$ cat src/sv/packrat_memo_table_top_defines.svh
// ----------------------------------------------------------------------------
// packrat memo table assertion macros
// shared property wrappers for the memo table checks
// ----------------------------------------------------------------------------
`ifndef PACKRAT_MEMO_TABLE_TOP_DEFINES_SVH
`define PACKRAT_MEMO_TABLE_TOP_DEFINES_SVH

// same-cycle implication, reset aware
`define PMT_ASSERT_NOW(label, clk, rst_n, ante, cons) \
	label: assert property (@(posedge clk) disable iff (!rst_n) (ante) |-> (cons)) \
		else $error("memo table check failed");

// next-cycle implication, reset aware
`define PMT_ASSERT_NEXT(label, clk, rst_n, ante, cons) \
	label: assert property (@(posedge clk) disable iff (!rst_n) (ante) |=> (cons)) \
		else $error("memo table check failed");

`endif

$ cat src/sv/pmt_pkg.sv
// ----------------------------------------------------------------------------
// pmt_pkg
// types and constants shared by the memo table controller and datapath
// ----------------------------------------------------------------------------
package pmt_pkg;

	localparam int KEY_W     = 48;
	localparam int SLOTS_W   = 13;
	localparam int DIV_CNT_W = 6;
	localparam logic [SLOTS_W-1:0] SLOTS_RESET = 13'd4096;

	// request codes
	localparam logic [1:0] REQ_LOOKUP   = 2'd0;
	localparam logic [1:0] REQ_REC_SUCC = 2'd1;
	localparam logic [1:0] REQ_REC_FAIL = 2'd2;

	// result codes
	localparam logic [1:0] CODE_NONE = 2'd0;
	localparam logic [1:0] CODE_SUCC = 2'd1;
	localparam logic [1:0] CODE_FAIL = 2'd2;

	typedef struct packed {
		logic [1:0]  req_type;
		logic [31:0] position;
		logic [15:0] memo_point;
		logic [31:0] state_tag;
		logic [31:0] tree_handle;
		logic [31:0] consumed_in;
	} pmt_req_t;

	typedef struct packed {
		logic [1:0]  result_code;
		logic [31:0] new_position;
		logic [31:0] tree_out;
	} pmt_rsp_t;

	typedef struct packed {
		logic             valid;
		logic [KEY_W-1:0] key;
		logic [31:0]      state_tag;
		logic [31:0]      tree;
		logic [31:0]      consumed;
		logic [1:0]       result;
	} pmt_entry_t;

	// controller to datapath commands
	typedef struct packed {
		logic clr_step;
		logic load;
		logic div_step;
		logic rd_en;
		logic resp;
	} pmt_cmd_t;

	// datapath to controller status
	typedef struct packed {
		logic clr_last;
		logic div_last;
	} pmt_sts_t;

endpackage

$ cat src/sv/pmt_ctrl.sv
// ----------------------------------------------------------------------------
// pmt_ctrl
// sequencer: clearing pass, remainder loop, slot read, response and update
// ----------------------------------------------------------------------------
module pmt_ctrl (
	input  logic              clk,
	input  logic              arst_n,
	input  logic              start,
	input  pmt_pkg::pmt_sts_t sts,
	output pmt_pkg::pmt_cmd_t cmd,
	output logic              busy,
	output logic              done
);

	localparam logic [2:0] ST_CLEAR = 3'd0;
	localparam logic [2:0] ST_IDLE  = 3'd1;
	localparam logic [2:0] ST_DIV   = 3'd2;
	localparam logic [2:0] ST_READ  = 3'd3;
	localparam logic [2:0] ST_RESP  = 3'd4;

	logic [2:0] state_q;
	logic [2:0] state_d;
	logic       done_q;

	// next state
	always_comb begin
		state_d = state_q;
		case (state_q)
			ST_CLEAR: if (sts.clr_last) state_d = ST_IDLE;
			ST_IDLE:  if (start) state_d = ST_DIV;
			ST_DIV:   if (sts.div_last) state_d = ST_READ;
			ST_READ:  state_d = ST_RESP;
			ST_RESP:  state_d = ST_IDLE;
			default:  state_d = ST_IDLE;
		endcase
	end

	// command decode
	always_comb begin
		cmd          = '0;
		cmd.clr_step = (state_q == ST_CLEAR);
		cmd.load     = (state_q == ST_IDLE) && start;
		cmd.div_step = (state_q == ST_DIV);
		cmd.rd_en    = (state_q == ST_READ);
		cmd.resp     = (state_q == ST_RESP);
	end

	// state and result strobe
	always_ff @(posedge clk or negedge arst_n) begin
		if (!arst_n) begin
			state_q <= ST_CLEAR;
			done_q  <= 1'b0;
		end else begin
			state_q <= state_d;
			done_q  <= (state_q == ST_RESP);
		end
	end

	assign busy = (state_q != ST_IDLE);
	assign done = done_q;

endmodule

$ cat config.mk
export PLATFORM = sky130hd
export DESIGN_NAME = pmt_ctrl
export DESIGN_NICKNAME = d
export VERILOG_FILES = /design/src/sv/packrat_memo_table_top_defines.svh /design/src/sv/pmt_pkg.sv /design/src/sv/pmt_ctrl.sv
export SDC_FILE = /design/constraint.sdc
export NUM_CORES = 1
export LEC_CHECK = 0
export BUFFER_PORTS_ARGS = -buffer_cell sky130_fd_sc_hd__buf_2
export CAP_MARGIN = 20
export CORE_AREA = 3 3 40 42
export DETAILED_ROUTE_END_ITERATION = 7
export DIE_AREA = 0 0 43 45
export SLEW_MARGIN = 30
export SYNTH_ARGS = -nofsm -noshare
export SYNTH_HDL_FRONTEND = slang
export SYNTH_SLANG_ARGS = --single-unit
export TNS_END_PERCENT = 100
$ cat constraint.sdc
create_clock -name clk -period 1.1 [get_ports clk]
set_input_delay 0.22 -clock clk [delete_from_list [all_inputs] [get_ports clk]]
set_output_delay 0.22 -clock clk [all_outputs]
set_load 0.01 [all_outputs]
Yosys cells after proc, flatten, opt, wreduce, memory -nomap -nowiden
Index checks and enable logic that the tools add are counted.
{ "word_totals": {"regBits": 4, "out_inout_bits": 7} }
{ "op_classes": {"n_eq_ne": 8, "muxes": 4, "reduce_logical": 3} }
{ "ops": {"columns": ["op", "n"], "rows": [
  ["$pmux 3 s4", 1],
  ["$mux 3", 3],
  ["$eq 3x2->1 const B", 2],
  ["$ne 2x2->1 const B", 3],
  ["$eq 3x1->1 const B", 1],
  ["$eq 3x3->1 const B", 1],
  ["$logic_not 3->1", 1],
  ["$ne 3x1->1 const B", 1],
  ["$reduce_and 3->1", 1],
  ["$logic_and 1x1->1", 1]
]} }

Logic depth before layout (Yosys ltp)
Gate-level depths: netlist of run 1.
{ "logic_depth": {"word_depth": 3, "mapped_depth": 3, "mapped_depth_nobuf": 2} }

Worst setup path before layout of run 1
Ideal clock, no wire load.
{ "synth_path": {"path_type": "reg-to-output", "from": "register state_q[1]", "to": "output port cmd[3] in the netlist's numbering", "arrival_ns": 1.045, "path_slack_ns": -0.165, "stages_incl_launch_ff": 4, "n_path_buf": 1, "path_cell_list": "dfrtp_1 -> buf_6 -> or3b_1 -> nor2_2"} }
{ "synth_lines": {"columns": ["element", "line_no", "text"], "rows": [
  ["from (decl)", "pmt_ctrl.sv:21", "logic [2:0] state_q;"],
  ["from (signal assigned)", "pmt_ctrl.sv:54", "state_q <= state_d;"],
  ["to (decl)", "pmt_ctrl.sv:10", "output pmt_pkg::pmt_cmd_t cmd,"]
]} }

==> impl_metrics.prom, run 1 <==
# TYPE chip_impl_metric gauge
chip_impl_info{name="result_of_the_run",value="complete, but fails checks"} 1
chip_impl_info{name="violations",value="negative setup slack"} 1
chip_impl_metric{name="clock_tree.buffer_depth",unit=""} 2
chip_impl_metric{name="timing.clock.skew",unit="ns"} 0.00439
chip_impl_metric{name="post-place-ws",unit="ns"} -0.121
chip_impl_info{name="r2r-end",value="state_q[0]"} 1
chip_impl_info{name="type_of_origin_of_the_critical_path",value="flip-flop"} 1
chip_impl_metric{name="net_count_after_synthesis",unit=""} 26
chip_impl_metric{name="grt_overflow",unit=""} 0
chip_impl_metric{name="avgViaCountPerCell",unit=""} 4.09
chip_impl_metric{name="ios",unit=""} 12
chip_impl_info{name="worst_hold_startpoint",value="start"} 1
chip_impl_metric{name="power_leakage",unit="nW"} 0.213
chip_impl_metric{name="cts_buffers",unit=""} 3
chip_impl_metric{name="post_synth_instance_area",unit="um^2"} 216
chip_impl_metric{name="p_per_area",unit="mW/mm^2"} 2720
chip_impl_metric{name="vdd.ir_drop.worst",unit="mV"} 1.05
chip_impl_info{name="tritoncts",value="built"} 1
chip_impl_metric{name="synthesis.area_per_instance",unit="um^2"} 10.3
chip_impl_metric{name="slew_headroom",unit="%"} 90.7
chip_impl_info{name="rsz0062_at_grt",value="true"} 1
chip_impl_metric{name="grt_max_degree",unit=""} 10
chip_impl_metric{name="antenna_violating_nets_left",unit=""} 0
chip_impl_metric{name="finalSetupTns",unit="ns"} -1.44
chip_impl_metric{name="final_area",unit="um^2"} 429
chip_impl_metric{name="hold_depth",unit=""} 2
chip_impl_metric{name="clock_sink_count",unit=""} 4
chip_impl_metric{name="syn2layout_area_growth",unit="%"} 98.3
chip_impl_metric{name="timing_max_transition_violations_final",unit=""} 0
chip_impl_info{name="critPathCaptureType",value="output port"} 1
chip_impl_metric{name="cp_data_arrival_time",unit="ns"} 1.20
chip_impl_metric{name="drv_cap",unit=""} 0
chip_impl_metric{name="timing.final.ws_setup",unit="ns"} -0.318
chip_impl_metric{name="synth-seq-cells",unit=""} 4
chip_impl_info{name="timing.setup.critical_path_class",value="flip-flop to output port"} 1
chip_impl_metric{name="dieHeight",unit="um"} 45
chip_impl_metric{name="cts-htree-levels",unit=""} 1
chip_impl_metric{name="insertion_delay",unit="ns"} 0.24
chip_impl_metric{name="post_route_cells_drive_above_1_share",unit="%"} 71.4
chip_impl_metric{name="setup-violations-final",unit=""} 7
chip_impl_metric{name="fin_cells",unit=""} 57
chip_impl_metric{name="place.gp.congestion",unit=""} 0.649
chip_impl_metric{name="worst-r2r-cell-count",unit=""} 5
chip_impl_metric{name="timing.critical_path.fanout_max",unit=""} 2
chip_impl_metric{name="port-buffer-count",unit=""} 11
chip_impl_metric{name="post_synth_inst_count",unit=""} 21
chip_impl_metric{name="dpl_cell_area",unit="um^2"} 309
chip_impl_metric{name="wire_length_of_the_first_global_routing_pass",unit="um"} 903
chip_impl_metric{name="design.final.nets",unit=""} 49
chip_impl_metric{name="share_of_the_yosys_chip_area_belonging_to_registers",unit="%"} 46.2
chip_impl_metric{name="drc_errors",unit=""} 0
chip_impl_metric{name="critical_path_required",unit="ns"} 0.88
chip_impl_metric{name="placed_cells",unit=""} 49
chip_impl_info{name="hold_end",value="state_q[0]"} 1
chip_impl_metric{name="dieArea",unit="mm^2"} 0.00194
chip_impl_info{name="layout_commonest_cell",value="sky130_fd_sc_hd__buf_2"} 1
chip_impl_metric{name="die-width",unit="um"} 43
chip_impl_metric{name="cts.reportedPaths.clkPinSlew",unit="ns"} 0.04
chip_impl_info{name="crit_chain",value="or3b_4 -> nor2_4 -> buf_6"} 1
chip_impl_metric{name="fmax",unit="MHz"} 705
chip_impl_metric{name="wl_per_cell",unit="um"} 10.9
chip_impl_metric{name="dr.pass1.iters",unit=""} 2
chip_impl_info{name="cp_slowest_cell",value="sky130_fd_sc_hd__or3b_4"} 1
chip_impl_metric{name="number_of_global_route_vias_before_repair",unit=""} 234
chip_impl_metric{name="critPathMaxStageDelay",unit="ns"} 0.41
chip_impl_metric{name="antenna_found_initial",unit=""} 0
chip_impl_metric{name="synth_warnings",unit=""} 0
chip_impl_metric{name="diodes",unit=""} 0
chip_impl_info{name="cts_root_buffer",value="sky130_fd_sc_hd__clkbuf_4"} 1
chip_impl_metric{name="detailroute.via_count",unit=""} 233
chip_impl_metric{name="start_util",unit="%"} 16.8
chip_impl_info{name="synth_largest_area_cell",value="sky130_fd_sc_hd__dfrtp_1"} 1
chip_impl_metric{name="dp_hpwl",unit="um"} 428
chip_impl_metric{name="final_period_minus_worst_setup_slack",unit="ns"} 1.42
chip_impl_info{name="ys_top_cells_by_area",value="sky130_fd_sc_hd__dfrtp_1, sky130_fd_sc_hd__and3_1, sky130_fd_sc_hd__buf_6"} 1
chip_impl_metric{name="placeableCoreArea",unit="mm^2"} 0.00128
chip_impl_metric{name="finalHoldViolCount",unit=""} 0
chip_impl_metric{name="detailedRoute.firstIterationViolations",unit=""} 2
chip_impl_info{name="timing.hold.worst.class",value="primary input to flip-flop"} 1
chip_impl_metric{name="floorplan.rows",unit=""} 13
chip_impl_metric{name="routed_wire_length",unit="um"} 619
chip_impl_metric{name="synth_cell_type_count",unit=""} 15
chip_impl_metric{name="post-route-period-util",unit="%"} 129
chip_impl_metric{name="post-route-util",unit="%"} 33.4
chip_impl_metric{name="synth_largest_type_area_fraction",unit="%"} 46.2
chip_impl_metric{name="globalRouteTotalUtil",unit="%"} 6.86
chip_impl_info{name="mostFrequentLayoutCells",value="sky130_fd_sc_hd__buf_2, sky130_fd_sc_hd__buf_6, sky130_fd_sc_hd__dfrtp_1, sky130_fd_sc_hd__buf_4, sky130_fd_sc_hd__clkbuf_4"} 1
chip_impl_info{name="regToRegStartpoint",value="state_q[1]"} 1
chip_impl_metric{name="tightest_slew",unit="ns"} 0.136
chip_impl_metric{name="r2r_slack",unit="ns"} -0.07
==> final cells by class <==
| cell class | instances | area (um^2) |
|---|---|---|
| fill | 135 | 856 |
| timing repair buffer | 20 | 146 |
| multi-input combinational | 13 | 129 |
| sequential | 4 | 100 |
| clock buffer | 3 | 22.5 |
| tap | 15 | 18.8 |
| inverter | 2 | 12.5 |
==> stage by stage <==
stage | power (W) | hold WS [ns]
global route | 0.00125 | 0.268
finish | 0.00117 | 0.257
global placement | 0.000742 | 0.0281
floorplan | 0.000580 | -0.0756
detailed placement | 0.000750 | 0.0292
CTS | 0.00114 | 0.250
==> cells by family (layout without fill, tap and decap cells) <==
| kind of cell | count (synthesis) | count (layout) | share of synthesized area (%) |
|---|---|---|---|
| compound gates | 2 | 2 | 6.36 |
| buf+inv | 4 | 25 | 12.1 |
| flops | 4 | 4 | 46.2 |
| mux | 1 | 1 | 4.62 |
| simple gates | 10 | 10 | 30.6 |
==> synthesized netlist by cell type <==
library cell,number
sky130_fd_sc_hd__and3_1,2
sky130_fd_sc_hd__or2b_1,1
sky130_fd_sc_hd__nand3b_1,1
sky130_fd_sc_hd__inv_1,2
sky130_fd_sc_hd__mux2i_1,1
sky130_fd_sc_hd__a21oi_1,1
sky130_fd_sc_hd__nor2_2,1
sky130_fd_sc_hd__nand2b_1,1
sky130_fd_sc_hd__buf_4,1
sky130_fd_sc_hd__nor3b_1,1
sky130_fd_sc_hd__or3b_1,1
sky130_fd_sc_hd__buf_6,1
sky130_fd_sc_hd__dfrtp_1,4
sky130_fd_sc_hd__nor3_1,2
sky130_fd_sc_hd__o221ai_1,1
==> power by group <==
part	total [W]	internal (W)	switching (W)
Combinational	0.000748	0.000419	0.000329
Sequential	0.000233	0.000201	0.0000318
Clock	0.000184	0.000122	0.0000623
==> critical path: cells and delay by family (launching register included) <==
kind,cells,cell delay (ns)
buf+inv,1,0.10
flops,1,0.36
simple gates,2,0.50
==> layer usage <==
layer  global-route usage [%]  wire (um)
met5                        0          0
met4                     9.04         11
met3                     2.39         26
met2                     11.4        355
met1                     5.61        224
==> repair_timing <==
| item | CTS | global route |
|---|---|---|
| hold buffers | 1 | 0 |
| pin swaps | 4 | 2 |
| gates resized for setup | 11 | 4 |
| endpoints found under the hold margin | 4 | 0 |
| gates cloned | 0 | 1 |
| buffers inserted | 3 | 1 |
| setup endpoints to repair | 6 | 9 |
==> registers in the layout, summed over array words and instances, names as in the netlist <==
register  flops
state_q       3
done          1
==> how the worst max path moves through the flow <==
stage / startpoint / to / slack [ns]
global route: state_q[0] / cmd[3] / -0.37
global placement: state_q[2] / cmd[3] / -0.11
CTS: state_q[1] / cmd[3] / -0.33
detailed placement: state_q[2] / cmd[3] / -0.12
finish: state_q[1] / cmd[3] / -0.32
floorplan: state_q[1] / cmd[3] / -0.13
No activity file was read; power rests on OpenSTA's default activity.
==> inputs of run 2 (changes only) <==
--- a/config.mk
+++ b/config.mk
@@ -5,7 +5,7 @@
 export SDC_FILE = /design/constraint.sdc
 export NUM_CORES = 1
 export LEC_CHECK = 0
-export BUFFER_PORTS_ARGS = -buffer_cell sky130_fd_sc_hd__buf_2
+export BUFFER_PORTS_ARGS = -buffer_cell sky130_fd_sc_hd__buf_4
 export CAP_MARGIN = 20
 export CORE_AREA = 3 3 40 42
 export DETAILED_ROUTE_END_ITERATION = 7
==> constraint.sdc (replaced) <==
create_clock -name clk -period 1.75 [get_ports clk]
set_input_delay 0.35 -clock clk [delete_from_list [all_inputs] [get_ports clk]]
set_output_delay 0.35 -clock clk [all_outputs]
set_load 0.01 [all_outputs]
==> run 2 against run 1 <==
  * The flow now finishes without violations
  * Wire length decreased by 29%
  * Sequential share of layout area increased by 6.2 points
  * Cell area decreased by 21%
  * Via count decreased by 18%
  * Critical endpoint unchanged
  * Highest routed layer unchanged
==> impl_metrics.prom, run 2 (same netlist as run 1, synthesis figures left out) <==
# TYPE chip_impl_metric gauge
chip_impl_metric{name="final_period_minus_worst_setup_slack",unit="ns"} 1.65
chip_impl_metric{name="clock_sink_count",unit=""} 4
chip_impl_metric{name="timing.critical_path.fanout_max",unit=""} 10
chip_impl_metric{name="detailedRoute.firstIterationViolations",unit=""} 2
chip_impl_info{name="tritoncts",value="built"} 1
chip_impl_metric{name="largest_reg_flops",unit=""} 3
chip_impl_info{name="timing.setup.critical_path_class",value="flip-flop to output port"} 1
chip_impl_metric{name="grt_max_degree",unit=""} 11
chip_impl_info{name="critPathLaunch",value="state_q[0]"} 1
chip_impl_info{name="crit_chain",value="or3b_1 -> nor2_2 -> buf_4"} 1
chip_impl_metric{name="cts.reportedPaths.clkPinSlew",unit="ns"} 0.04
chip_impl_info{name="result_of_the_run",value="complete, no violations"} 1
chip_impl_metric{name="cp_data_arrival_time",unit="ns"} 1.30
chip_impl_metric{name="finalSetupTns",unit="ns"} 0
chip_impl_metric{name="place.gp.congestion",unit=""} 0.586
chip_impl_info{name="r2r-end",value="state_q[0]"} 1
chip_impl_info{name="timing.hold.worst.class",value="primary input to flip-flop"} 1
chip_impl_metric{name="cts_hold_buffers",unit=""} 1
chip_impl_metric{name="detailroute.via_count",unit=""} 191
chip_impl_metric{name="vdd.ir_drop.worst",unit="mV"} 0.597
chip_impl_metric{name="wire_length_of_the_first_global_routing_pass",unit="um"} 703
chip_impl_metric{name="dieHeight",unit="um"} 45
chip_impl_metric{name="fin_cells",unit=""} 50
chip_impl_metric{name="area_of_combinational_cells_with_multiple_inputs",unit="um^2"} 90.1
chip_impl_metric{name="cp_num_cells",unit=""} 3
chip_impl_info{name="rsz0062_at_grt",value="false"} 1
chip_impl_metric{name="antenna_violating_nets_left",unit=""} 0
chip_impl_info{name="worst_hold_startpoint",value="start"} 1
chip_impl_metric{name="floorplan.rows",unit=""} 13
chip_impl_info{name="cp_slowest_cell",value="sky130_fd_sc_hd__dfrtp_1"} 1
chip_impl_metric{name="placed_cells",unit=""} 46
chip_impl_info{name="largest-register",value="state_q"} 1
chip_impl_metric{name="avgViaCountPerCell",unit=""} 3.82
chip_impl_metric{name="ios",unit=""} 12
chip_impl_metric{name="dr.pass1.iters",unit=""} 2
chip_impl_metric{name="antenna_found_initial",unit=""} 0
chip_impl_metric{name="clock_tree.buffer_depth",unit=""} 2
chip_impl_metric{name="timing_max_transition_violations_final",unit=""} 0
chip_impl_metric{name="post_route_cells_drive_above_1_share",unit="%"} 45.7
chip_impl_metric{name="worst-r2r-cell-count",unit=""} 3
chip_impl_metric{name="insertion_delay",unit="ns"} 0.24
chip_impl_info{name="critPathCaptureType",value="output port"} 1
chip_impl_metric{name="drc_errors",unit=""} 0
chip_impl_metric{name="design.final.nets",unit=""} 42
chip_impl_metric{name="routed_wire_length",unit="um"} 440
chip_impl_metric{name="cts.repair_timing.setup_buffer_count",unit=""} 0
chip_impl_metric{name="die-width",unit="um"} 43
chip_impl_info{name="cts_root_buffer",value="sky130_fd_sc_hd__clkbuf_4"} 1
chip_impl_metric{name="wl_per_cell",unit="um"} 8.80
chip_impl_metric{name="area.sequential",unit="um^2"} 100
chip_impl_metric{name="cts_buffers",unit=""} 3
chip_impl_metric{name="post-route-util",unit="%"} 26.4
chip_impl_metric{name="r2r_slack",unit="ns"} 0.75
chip_impl_metric{name="port-buffer-count",unit=""} 11
chip_impl_metric{name="setup-violations-final",unit=""} 0
chip_impl_info{name="mostFrequentLayoutCells",value="sky130_fd_sc_hd__buf_4, sky130_fd_sc_hd__dfrtp_1, sky130_fd_sc_hd__clkbuf_4"} 1
chip_impl_metric{name="diodes",unit=""} 0
chip_impl_metric{name="slew_headroom",unit="%"} 83.5
chip_impl_metric{name="critPathMaxStageDelay",unit="ns"} 0.46
chip_impl_info{name="type_of_origin_of_the_critical_path",value="flip-flop"} 1
chip_impl_metric{name="grt_overflow",unit=""} 0
chip_impl_metric{name="power_leakage",unit="nW"} 0.173
chip_impl_metric{name="syn2layout_area_growth",unit="%"} 56.6
chip_impl_metric{name="drv_cap",unit=""} 0
chip_impl_metric{name="critical_path_required",unit="ns"} 1.40
chip_impl_metric{name="globalRouteTotalUtil",unit="%"} 5.27
chip_impl_metric{name="start_util",unit="%"} 16.8
chip_impl_metric{name="finalHoldViolCount",unit=""} 0
chip_impl_metric{name="number_of_global_route_vias_before_repair",unit=""} 172
chip_impl_metric{name="placeableCoreArea",unit="mm^2"} 0.00128
chip_impl_metric{name="cts-htree-levels",unit=""} 1
chip_impl_metric{name="final.fill_count",unit=""} 144
chip_impl_metric{name="p_per_area",unit="mW/mm^2"} 1630
chip_impl_info{name="critical-path-top-delay-family",value="simple AND/OR/NAND/NOR gates"} 1
chip_impl_metric{name="dieArea",unit="mm^2"} 0.00194
chip_impl_metric{name="timing.clock.skew",unit="ns"} 0.00940
chip_impl_metric{name="tightest_slew",unit="ns"} 0.246
chip_impl_metric{name="critical_path_buf_inv_count",unit=""} 1
chip_impl_info{name="layout_commonest_cell",value="sky130_fd_sc_hd__buf_4"} 1
chip_impl_metric{name="post-route-period-util",unit="%"} 94.5
chip_impl_metric{name="cts_resized",unit=""} 0
chip_impl_info{name="regToRegStartpoint",value="state_q[1]"} 1
chip_impl_metric{name="fmax",unit="MHz"} 604
chip_impl_info{name="endpoint",value="cmd[3]"} 1
[run 2: changes by cell type in the layout (fill, tap and decap cells not counted), sizes merged]
cell  before  now
buf       19   12
[run 2: worst min path at each step]
stage,end,slack [ns],depth (start not counted)
finish,state_q[0],0.38,2
detailed placement,done,0.15,1
global route,state_q[0],0.40,2
global placement,state_q[2],0.15,1
CTS,state_q[0],0.38,2
floorplan,done,0.05,0
[run 2: worst register-to-register path, cell delays in order (launching register included)]
cell and delay (ns):
sky130_fd_sc_hd__dfrtp_1 0.36, sky130_fd_sc_hd__buf_4 0.16, sky130_fd_sc_hd__or2b_1 0.22, sky130_fd_sc_hd__o221ai_1 0.17
[run 2: metal layers]
layer | vias to the layer above | track usage [%] | wire [um]
li1 | 101 | - | -
met1 | 81 | 5.61 | 177
met2 | 7 | 7.49 | 215
met3 | 2 | 2.39 | 32
met4 | 0 | 5.42 | 14
met5 | - | 0 | 0
[run 2: final cells by class]
cell class | instances | area share (%)
timing repair buffer | 13 | 29.5
multi-input combinational | 13 | 26.6
tap | 15 | 5.54
inverter | 2 | 2.21
clock buffer | 3 | 6.64
sequential | 4 | 29.5
[run 2: power breakdown]
| part | switching, W | internal (W) | total, W | leakage (nW) |
|---|---|---|---|---|
| registers | 0.0000375 | 0.000126 | 0.000164 | 0.0521 |
| clock network | 0.0000383 | 0.0000767 | 0.000115 | 0.0138 |
| logic | 0.000118 | 0.000154 | 0.000272 | 0.107 |
[run 2: through the flow]
step | setup WS (ns) | hold WS [ns] | total power, W | cell area [um^2]
final | 0.0957 | 0.379 | 0.000551 | 339
after detailed placement | 0.340 | 0.151 | 0.000440 | 307
after CTS | 0.0823 | 0.380 | 0.000560 | 339
after global placement | 0.361 | 0.150 | 0.000439 | 307
after floorplan | 0.355 | 0.0544 | 0.000341 | 216
after global routing | 0.0291 | 0.398 | 0.000601 | 339
